`src/rtl/ite_pkg.sv`:
```
// Package for the ISO timestamp reader: shared types and constants.
// No dependencies.
package ite_pkg;

   localparam int CodeW = 16;
   localparam int MsW   = 49;

   // Job handed from the scanner to the arithmetic back end
   typedef struct packed {
      logic        ok;
      logic [13:0] year;
      logic [3:0]  month;
      logic [4:0]  day;
      logic        has_time;
      logic [13:0] hours;
      logic [5:0]  minutes;
      logic [5:0]  seconds;
      logic [9:0]  frac_ms;
   } job_type;

   localparam logic [15:0] ChSpace = 16'h0020;
   localparam logic [15:0] ChTab   = 16'h0009;
   localparam logic [15:0] ChCr    = 16'h000D;
   localparam logic [15:0] ChLf    = 16'h000A;
   localparam logic [15:0] ChNbsp  = 16'h00A0;
   localparam logic [15:0] ChBom   = 16'hFEFF;
   localparam logic [15:0] ChDash  = 16'h002D;
   localparam logic [15:0] ChColon = 16'h003A;
   localparam logic [15:0] ChDot   = 16'h002E;
   localparam logic [15:0] ChComma = 16'h002C;
   localparam logic [15:0] ChT     = 16'h0054;

endpackage

```
`src/rtl/ite_front.sv`:
```
// Scanner: accepts code units, checks the grammar and collects the fields.
// Depends on ite_pkg.
module ite_front import ite_pkg::*; #(
   parameter int MAX_TEXT_LENGTH  = 32,
   parameter int MAX_CLOCK_LENGTH = 20,
   parameter int MAX_FIELD_DIGITS = 9
) (
   input  logic             clock,
   input  logic             reset,
   input  logic             in_valid,
   output logic             in_ready,
   input  logic [CodeW-1:0] in_code,
   input  logic             in_last,
   output logic             job_valid,
   input  logic             job_ready,
   output job_type          job
);

   logic        started_ff, started_in;
   logic [5:0]  body_ff, body_in;
   logic [5:0]  pend_ff, pend_in;
   logic        pbad_ff, pbad_in;
   logic [13:0] year_ff, year_in;
   logic [6:0]  month_ff, month_in;
   logic [6:0]  day_ff, day_in;
   logic        cst_ff, cst_in;
   logic [5:0]  clen_ff, clen_in;
   logic [1:0]  fcnt_ff, fcnt_in;
   logic [29:0] fval_ff, fval_in;
   logic [3:0]  fdig_ff, fdig_in;
   logic [29:0] first_ff, first_in;
   logic [29:0] second_ff, second_in;
   logic        infr_ff, infr_in;
   logic [2:0]  frd_ff, frd_in;
   logic [9:0]  frms_ff, frms_in;
   logic        failed_ff, failed_in;

   logic        take;
   logic        blank, digit;
   logic [3:0]  dv;
   logic [6:0]  pos;
   logic [5:0]  p;
   job_type     job_in;
   logic [29:0] hh, mm;

   assign in_ready = ~job_valid | job_ready;
   assign take     = in_valid & in_ready;
   assign blank = in_code == ChSpace || in_code == ChTab || in_code == ChCr ||
                  in_code == ChLf || in_code == ChNbsp || in_code == ChBom;
   assign digit = in_code >= 16'h0030 && in_code <= 16'h0039;
   assign dv    = in_code[3:0];

   // per-unit state update
   always_comb begin
      started_in = started_ff; body_in = body_ff; pend_in = pend_ff;
      pbad_in = pbad_ff; year_in = year_ff; month_in = month_ff; day_in = day_ff;
      cst_in = cst_ff; clen_in = clen_ff; fcnt_in = fcnt_ff; fval_in = fval_ff;
      fdig_in = fdig_ff; first_in = first_ff; second_in = second_ff;
      infr_in = infr_ff; frd_in = frd_ff; frms_in = frms_ff; failed_in = failed_ff;
      pos = 7'(body_ff) + 7'(pend_ff);
      p = body_ff;
      if (!failed_ff) begin
         if (blank) begin
            if (started_ff) begin
               if (pos < 7'd10 || (pos == 7'd10 && in_code != ChSpace) || cst_ff)
                  pbad_in = 1'b1;
               if (pend_ff != 6'd63) pend_in = pend_ff + 6'd1;
            end
         end else begin
            started_in = 1'b1;
            if (pend_ff != 6'd0 && (pbad_ff || pos + 7'd1 > 7'(MAX_TEXT_LENGTH)))
               failed_in = 1'b1;
            else if (pos + 7'd1 > 7'(MAX_TEXT_LENGTH))
               failed_in = 1'b1;
            else begin
               p = pos[5:0];
               pend_in = 6'd0;
               body_in = pos[5:0] + 6'd1;
               if (p < 6'd10) begin
                  if (p == 6'd4 || p == 6'd7) begin
                     if (in_code != ChDash) failed_in = 1'b1;
                  end else if (!digit) failed_in = 1'b1;
                  else if (p < 6'd4) year_in = 14'(year_ff * 14'd10) + 14'(dv);
                  else if (p < 6'd7) month_in = 7'(month_ff * 7'd10) + 7'(dv);
                  else day_in = 7'(day_ff * 7'd10) + 7'(dv);
               end else if (p == 6'd10) begin
                  if (in_code != ChT && in_code != ChSpace) failed_in = 1'b1;
               end else begin
                  cst_in  = 1'b1;
                  clen_in = clen_ff + 6'd1;
                  if (clen_in > 6'(MAX_CLOCK_LENGTH)) failed_in = 1'b1;
                  else if (in_code == ChColon) begin
                     if (infr_ff || fdig_ff == 4'd0 || fcnt_ff >= 2'd2) failed_in = 1'b1;
                     else begin
                        if (fcnt_ff == 2'd0) first_in = fval_ff;
                        else second_in = fval_ff;
                        fcnt_in = fcnt_ff + 2'd1;
                        fval_in = '0;
                        fdig_in = '0;
                     end
                  end else if (in_code == ChDot || in_code == ChComma) begin
                     if (infr_ff) failed_in = 1'b1;
                     else infr_in = 1'b1;
                  end else if (digit) begin
                     if (infr_ff) begin
                        frd_in = frd_ff + 3'd1;
                        if (frd_ff >= 3'd6) failed_in = 1'b1;
                        else if (frd_ff < 3'd3) frms_in = 10'(frms_ff * 10'd10) + 10'(dv);
                     end else begin
                        fdig_in = fdig_ff + 4'd1;
                        if (fdig_in > 4'(MAX_FIELD_DIGITS)) failed_in = 1'b1;
                        else fval_in = 30'(fval_ff * 30'd10) + 30'(dv);
                     end
                  end else failed_in = 1'b1;
               end
            end
         end
      end
   end

   // final checks on the collected fields
   always_comb begin
      hh = (fcnt_in == 2'd2) ? first_in : '0;
      mm = (fcnt_in == 2'd2) ? second_in : first_in;
      job_in.year     = year_in;
      job_in.month    = month_in[3:0];
      job_in.day      = day_in[4:0];
      job_in.has_time = body_in > 6'd10;
      job_in.hours    = hh[13:0];
      job_in.minutes  = mm[5:0];
      job_in.seconds  = fval_in[5:0];
      case (frd_in)
         3'd0:    job_in.frac_ms = 10'd0;
         3'd1:    job_in.frac_ms = 10'(frms_in * 10'd100);
         3'd2:    job_in.frac_ms = 10'(frms_in * 10'd10);
         default: job_in.frac_ms = frms_in;
      endcase
      job_in.ok = started_in && !failed_in && body_in >= 6'd10 &&
                  month_in >= 7'd1 && month_in <= 7'd12 &&
                  day_in >= 7'd1 && day_in <= 7'd31 &&
                  year_in >= 14'd1601 && year_in <= 14'd9999;
      if (body_in > 6'd10) begin
         if (!cst_in || clen_in < 6'd4 || clen_in > 6'(MAX_CLOCK_LENGTH) ||
             fdig_in == 4'd0 || fcnt_in == 2'd0 || (infr_in && frd_in == 3'd0) ||
             hh > 30'd9999 || mm > 30'd59 || fval_in > 30'd59)
            job_in.ok = 1'b0;
      end
   end

   // state registers; everything clears after the last unit
   always_ff @(posedge clock) begin
      if (reset || (take && in_last)) begin
         started_ff <= 1'b0; body_ff <= '0; pend_ff <= '0; pbad_ff <= 1'b0;
         year_ff <= '0; month_ff <= '0; day_ff <= '0; cst_ff <= 1'b0;
         clen_ff <= '0; fcnt_ff <= '0; fval_ff <= '0; fdig_ff <= '0;
         first_ff <= '0; second_ff <= '0; infr_ff <= 1'b0; frd_ff <= '0;
         frms_ff <= '0; failed_ff <= 1'b0;
      end else if (take) begin
         started_ff <= started_in; body_ff <= body_in; pend_ff <= pend_in;
         pbad_ff <= pbad_in; year_ff <= year_in; month_ff <= month_in;
         day_ff <= day_in; cst_ff <= cst_in; clen_ff <= clen_in;
         fcnt_ff <= fcnt_in; fval_ff <= fval_in; fdig_ff <= fdig_in;
         first_ff <= first_in; second_ff <= second_in; infr_ff <= infr_in;
         frd_ff <= frd_in; frms_ff <= frms_in; failed_ff <= failed_in;
      end
   end

   // one-entry queue to the back end
   always_ff @(posedge clock) begin
      if (reset) job_valid <= 1'b0;
      else if (take && in_last) job_valid <= 1'b1;
      else if (job_ready) job_valid <= 1'b0;
      if (take && in_last) job <= job_in;
   end

endmodule

```
`src/rtl/ite_back.sv`:
```
// Arithmetic back end: days from civil date and ms total, one job at a time.
// Depends on ite_pkg.
module ite_back import ite_pkg::*; (
   input  logic           clock,
   input  logic           reset,
   input  logic           job_valid,
   output logic           job_ready,
   input  job_type        job,
   output logic           out_valid,
   input  logic           out_ready,
   output logic           out_ok,
   output logic [MsW-1:0] out_ms
);

   typedef enum logic [3:0] {
      S_IDLE = 4'b0001, S_DAYS = 4'b0010, S_SUM = 4'b0100, S_OUT = 4'b1000
   } state_type;

   state_type   state_ff, state_in;
   job_type     job_ff;
   logic [13:0] y;
   logic [13:0] yy;
   logic [3:0]  mp;
   logic [8:0]  mstart;
   logic [8:0]  doy;
   logic [26:0] cprod;
   logic [7:0]  cent;
   logic [21:0] days_ff;
   logic [47:0] tms_ff;
   logic        ok_ff;
   logic [MsW-1:0] ms_ff;

   assign job_ready = state_ff == S_IDLE;
   assign out_valid = state_ff == S_OUT;
   assign out_ok    = ok_ff;
   assign out_ms    = ms_ff;

   // year shifted so the year starts in March; 1600 base keeps it positive
   always_comb begin
      y   = (job_ff.month <= 4'd2) ? job_ff.year - 14'd1 : job_ff.year;
      mp  = (job_ff.month > 4'd2) ? job_ff.month - 4'd3 : job_ff.month + 4'd9;
      // first day of each month counted from March
      case (mp)
         4'd0:    mstart = 9'd0;
         4'd1:    mstart = 9'd31;
         4'd2:    mstart = 9'd61;
         4'd3:    mstart = 9'd92;
         4'd4:    mstart = 9'd122;
         4'd5:    mstart = 9'd153;
         4'd6:    mstart = 9'd184;
         4'd7:    mstart = 9'd214;
         4'd8:    mstart = 9'd245;
         4'd9:    mstart = 9'd275;
         4'd10:   mstart = 9'd306;
         4'd11:   mstart = 9'd337;
         default: mstart = 9'd0;
      endcase
      doy = mstart + 9'(job_ff.day) - 9'd1;
      yy  = y - 14'd1600;
      // centuries by reciprocal multiplication, exact for the legal year range
      cprod = 27'(yy) * 27'd5243;
      cent  = cprod[26:19];
   end

   always_comb begin
      state_in = state_ff;
      case (state_ff)
         S_IDLE:  if (job_valid) state_in = S_DAYS;
         S_DAYS:  state_in = S_SUM;
         S_SUM:   state_in = S_OUT;
         S_OUT:   if (out_ready) state_in = S_IDLE;
         default: state_in = S_IDLE;
      endcase
   end

   always_ff @(posedge clock) begin
      if (reset) state_ff <= S_IDLE;
      else state_ff <= state_in;
      if (state_ff == S_IDLE) job_ff <= job;
      if (state_ff == S_DAYS) begin
         // days since 1600-03-01; leap corrections over the full offset
         days_ff <= 22'(32'(yy) * 32'd365 + 32'(yy[13:2]) - 32'(cent)
                    + 32'(cent[7:2]) + 32'(doy));
         tms_ff <= 48'(job_ff.hours) * 48'd3600000 + 48'(job_ff.minutes) * 48'd60000
                   + 48'(job_ff.seconds) * 48'd1000 + 48'(job_ff.frac_ms);
      end
      if (state_ff == S_SUM) begin
         ok_ff <= job_ff.ok;
         ms_ff <= job_ff.ok ?
            MsW'(($signed({1'b0, days_ff}) - 23'sd135080) * 49'sd86400000
                 + (job_ff.has_time ? $signed({1'b0, tms_ff}) : 49'sd0)) : '0;
      end
   end

endmodule

```
`src/rtl/iso_timestamp_to_epoch_ms.sv`:
```
// ISO 8601 timestamp reader, top level. Takes one UTF-16 code unit per cycle
// and returns one result on the unit marked last. Depends on ite_pkg.
//
// Units are taken at one per cycle. After the last unit a result is offered
// by the back end's date and millisecond pipeline, and the back end takes a
// new text only once the previous result has been taken; the next text may
// stream in meanwhile and waits only if the one-entry queue is full.
module iso_timestamp_to_epoch_ms import ite_pkg::*; #(
   parameter int MAX_TEXT_LENGTH  = 32,
   parameter int MAX_CLOCK_LENGTH = 20,
   parameter int MAX_FIELD_DIGITS = 9
) (
   input  logic        clock,
   input  logic        reset,
   input  logic        req_tvalid,
   output logic        req_tready,
   input  logic [15:0] req_tdata,   // code[15:0]
   input  logic        req_tlast,
   output logic        rsp_tvalid,
   input  logic        rsp_tready,
   output logic [55:0] rsp_tdata,   // epoch_ms[48:0], zero fill
   output logic        rsp_tuser    // valid_res
);

   logic           job_valid, job_ready;
   job_type        job;
   logic [MsW-1:0] ms;

   ite_front #(
      .MAX_TEXT_LENGTH(MAX_TEXT_LENGTH), .MAX_CLOCK_LENGTH(MAX_CLOCK_LENGTH),
      .MAX_FIELD_DIGITS(MAX_FIELD_DIGITS)
   ) u_front (
      .clock, .reset, .in_valid(req_tvalid), .in_ready(req_tready),
      .in_code(req_tdata), .in_last(req_tlast),
      .job_valid, .job_ready, .job
   );

   ite_back u_back (
      .clock, .reset, .job_valid, .job_ready, .job,
      .out_valid(rsp_tvalid), .out_ready(rsp_tready), .out_ok(rsp_tuser), .out_ms(ms)
   );

   assign rsp_tdata = {7'd0, ms};

endmodule

```
`config.mk`:
```
export PLATFORM = sky130hd
export DESIGN_NAME = iso_timestamp_to_epoch_ms
export DESIGN_NICKNAME = d
export VERILOG_FILES = /design/src/rtl/ite_pkg.sv /design/src/rtl/ite_front.sv /design/src/rtl/ite_back.sv /design/src/rtl/iso_timestamp_to_epoch_ms.sv
export SDC_FILE = /design/constraint.sdc
export NUM_CORES = 2
export LEC_CHECK = 0
export BUFFER_PORTS_ARGS = -buffer_cell sky130_fd_sc_hd__buf_2
export CAP_MARGIN = 20
export CORE_ASPECT_RATIO = 2
export CORE_UTILIZATION = 45
export DETAILED_ROUTE_END_ITERATION = 10
export PLACE_DENSITY = 0.64
export SYNTH_ARGS = -nofsm -noshare
export SYNTH_HDL_FRONTEND = slang
export SYNTH_SLANG_ARGS = --single-unit
```
`constraint.sdc`:
```
create_clock -name clock -period 17.4 [get_ports clock]
set_clock_uncertainty 0.15 [all_clocks]
set_input_delay 1.74 -clock clock [delete_from_list [all_inputs] [get_ports clock]]
set_output_delay 1.74 -clock clock [all_outputs]
set_load 0.03 [all_outputs]
```
==> results.py <==
metrics = {
    "synth": {
        "synth_compound_area_share_pct": 12.2,
        "ys_async_sr_fraction_pct": 0,
        "synthSimpleGateAreaFrac_pct": 12.8,
        "synth_edf_count": 232,
        "synth_xor_area_share_pct": 7.26,
        "synthMuxAreaShare_pct": 1.08,
        "syn_area_mm2": 0.0467,
        "synth_top_family_by_area": "adder cells",
        "yosysSeqAreaShare_pct": 22.0,
        "yosys_warnings": 0,
        "synthAdderAreaFrac_pct": 37.0,
        "synth_ff_type": "edfxtp_1",
        "synth-seq-cells": 397,
        "netlist_instances": 5033,
        "avgSynthCellArea_um2": 9.27,
        "yosys.cell_types.count": 94,
    },
    "worst_setup_path": {
        "r2r_setup_slack_ns": 1.48,
        "cp_max_fo": 10,
        "startpoint_type": "flip-flop",
        "critPathMaxStageDelay_ns": 0.58,
        "crit_family": "adder cells",
        "worst-path-stages": 62,
        "worst_path_max_delay_cell": "or4b_1",
        "arrival_ns": 16.11,
        "r2r-start": "u_back.job_ff[43]$_DFFE_PP_",
        "r2r-end": "u_back.days_ff[21]$_DFFE_PN_",
        "crit_type": "flip-flop to flip-flop",
        "critPathRequiredTime_ns": 17.60,
        "cp-end-kind": "flip-flop",
        "crit_start": "u_back.job_ff[43]$_DFFE_PP_",
        "cp.buffers_inverters": 14,
        "worstSetupEndpoint": "u_back.days_ff[21]$_DFFE_PN_",
        "r2r_cells": 62,
        "crit_top_cell": "inv_1",
    },
    "layout": {
        "fillers": 9703,
        "synthToLayoutAreaGrowth_pct": 7.10,
        "drive_gt1_share_pct": 4.90,
        "fin_nets": 6224,
        "instances_no_fill": 6451,
    },
    "die": {
        "rows": 166,
        "die_width_um": 230,
        "die_area_mm2": 0.105,
        "die_h_um": 457,
        "ios": 80,
        "coreArea_mm2": 0.103,
        "initial_core_util_pct": 45.5,
    },
    "clocking": {
        "clock_latency_ns": 0.60,
        "post-cts-setup-buffer-count": 0,
        "cts_buffer_depth": 3,
        "cts.sinks": 397,
        "cts_tree": "built",
        "htreeDepth": 2,
        "cts_hold_buf": 0,
        "clockRootBuffer": "clkbuf_16",
        "clkTransAtPathRegs_ns": 0.06,
        "cts_buffers": 41,
        "ctsResizeCount": 0,
    },
    "detailed_routing": {
        "viasPerCell": 5.43,
        "wirelength_um": 117000,
        "dr.pass1.iters": 6,
        "drt_iter0_markers": 1346,
        "wl_per_cell_um": 18.1,
        "ant_nets": 0,
        "dr_total_vias": 35100,
        "drc": 0,
    },
    "placement": {
        "portBuffers": 72,
        "place_inst": 6372,
        "dp_slack_ns": 1.38,
        "gp_congestion": 0.950,
        "post-dp-hpwl_um": 98000,
    },
    "sta": {
        "max_slew_margin_pct": 22.7,
        "rsz0062_at_grt": "no",
        "final_hold_viol_count": 0,
        "setup_violations": 0,
        "finalMaxSlewViolations": 0,
        "period_needed_ns": 15.92,
        "fmax_mhz": 62.8,
        "worst_slack_ns": 1.48,
        "tns_ns": 0,
        "tightest_slew_ns": 1.16,
        "fin_crit_sh_pct": 91.5,
    },
    "global_routing": {
        "grt_use_total_pct": 22.5,
        "grt_pass1_vias": 36900,
        "grt_max_degree": 89,
        "grt_overflow": 0,
        "grt_first_pass_wirelength_um": 188000,
        "antenna_found_initial": 2,
    },
    "hold_path": {
        "hold_class": "flip-flop to flip-flop",
        "hold_depth": 0,
    },
    "job": {
        "cap_violations": 0,
    },
    "run_status": {
        "outcome": "completed",
    },
}
==> Yosys cell counts (all sizes together), types with 19 or more instances <==
cell,count,area share (%)
mux2i,37,0.79
clkbuf,101,0.81
and2,85,1.1
a22oi,22,0.35
edfxtp,232,15
buf,22,0.27
o21bai,38,0.61
nand2b,47,0.63
o21a,32,0.51
o21ai,145,1.6
o22ai,19,0.25
or3,22,0.29
or2,23,0.31
nor2b,26,0.35
xor2,114,2.1
nand3,61,0.66
a21o,75,1.2
a31oi,34,0.46
a211oi,50,0.81
a21oi,337,3.6
dfxtp,165,7.1
nor3,86,0.93
xnor2,272,5.1
nor4,42,0.61
fa,418,18
nand2,396,3.2
and3,41,0.55
inv,817,6.6
nand4,32,0.43
ha,712,19
o211ai,20,0.32
nor2,291,2.3
==> sequential cells by signal (all words and copies together), names as in the netlist, 22 cells and up <==
register / count
u_front.job: 61
u_front.first_ff: 30
u_back.job_ff: 61
u_back.days_ff: 22
u_front.second_ff: 30
u_front.fval_ff: 30
u_back.tms_ff: 38
u_back.out_ms: 49
==> kinds of logic (layout without fill, tap and decap cells) <==
kind of cell | count (synthesis) | count (layout)
simple gates | 1230 | 1230
compound gates | 899 | 899
mux | 49 | 49
other cells | 2 | 10
buf+inv | 940 | 1006
fa+ha+maj | 1130 | 1130
flops | 397 | 397
xor+xnor | 386 | 386
==> cells in the final DEF (no fill, tap or decap), drive strengths merged, types with 61 or more instances in the layout <==
cell,n
o21ai,145
nor3,86
nand3,61
inv,821
dfxtp,165
nand2,396
xor2,114
and2,85
nor2,291
xnor2,272
ha,712
edfxtp,232
buf,113
a21oi,337
fa,418
a21o,75
==> worst min path at each step <==
| stage | slack (ns) | startpoint | endpoint |
|---|---|---|---|
| floorplan | 0.25 | u_front.job[0]$_SDFFCE_PN0P_ | u_back.job_ff[0]$_DFFE_PP_ |
| global route | 0.26 | u_front.job[20]$_DFFE_PP_ | u_back.job_ff[20]$_DFFE_PP_ |
| global placement | 0.25 | u_front.job[16]$_DFFE_PP_ | u_back.job_ff[16]$_DFFE_PP_ |
| finish | 0.25 | u_front.job[20]$_DFFE_PP_ | u_back.job_ff[20]$_DFFE_PP_ |
| detailed placement | 0.25 | u_front.job[14]$_DFFE_PP_ | u_back.job_ff[14]$_DFFE_PP_ |
| CTS | 0.25 | u_front.job[20]$_DFFE_PP_ | u_back.job_ff[20]$_DFFE_PP_ |
==> metal layers <==
layer  global-route usage (%)  part of all wire (%)  wire length [µm]
met1                     21.0                    34             39800
met2                     45.8                    57             65900
met3                     1.79                   2.2              2600
met4                     14.3                   7.1              8230
met5                        0                     0                 0
==> area by class of cell <==
cell class	count	area, µm²	area share [%]
multi-input cells	3703	32900	65.8
flip-flops and latches	397	10300	20.5
inverters	817	3070	6.13
well taps	1344	1680	3.36
clock buffers	52	1110	2.22
repair buffers	113	708	1.42
clock inverters	24	244	0.488
diodes	1	2.50	0.00501
==> per-stage QoR <==
step / instance area (µm²) / hold slack, ns / util [%]
2_1_floorplan: 46700 / 0.250 / -
3_3_place_gp: 48600 / 0.251 / 47.3
3_5_place_dp: 48600 / 0.255 / 47.3
4_1_cts: 49900 / 0.247 / 48.7
5_1_grt: 50000 / 0.260 / 48.7
6_report: 50000 / 0.250 / 48.7
Power is left out: the tool's default activity adds up to more than one toggle a clock period on the data nets, which glitch-free logic cannot reach.
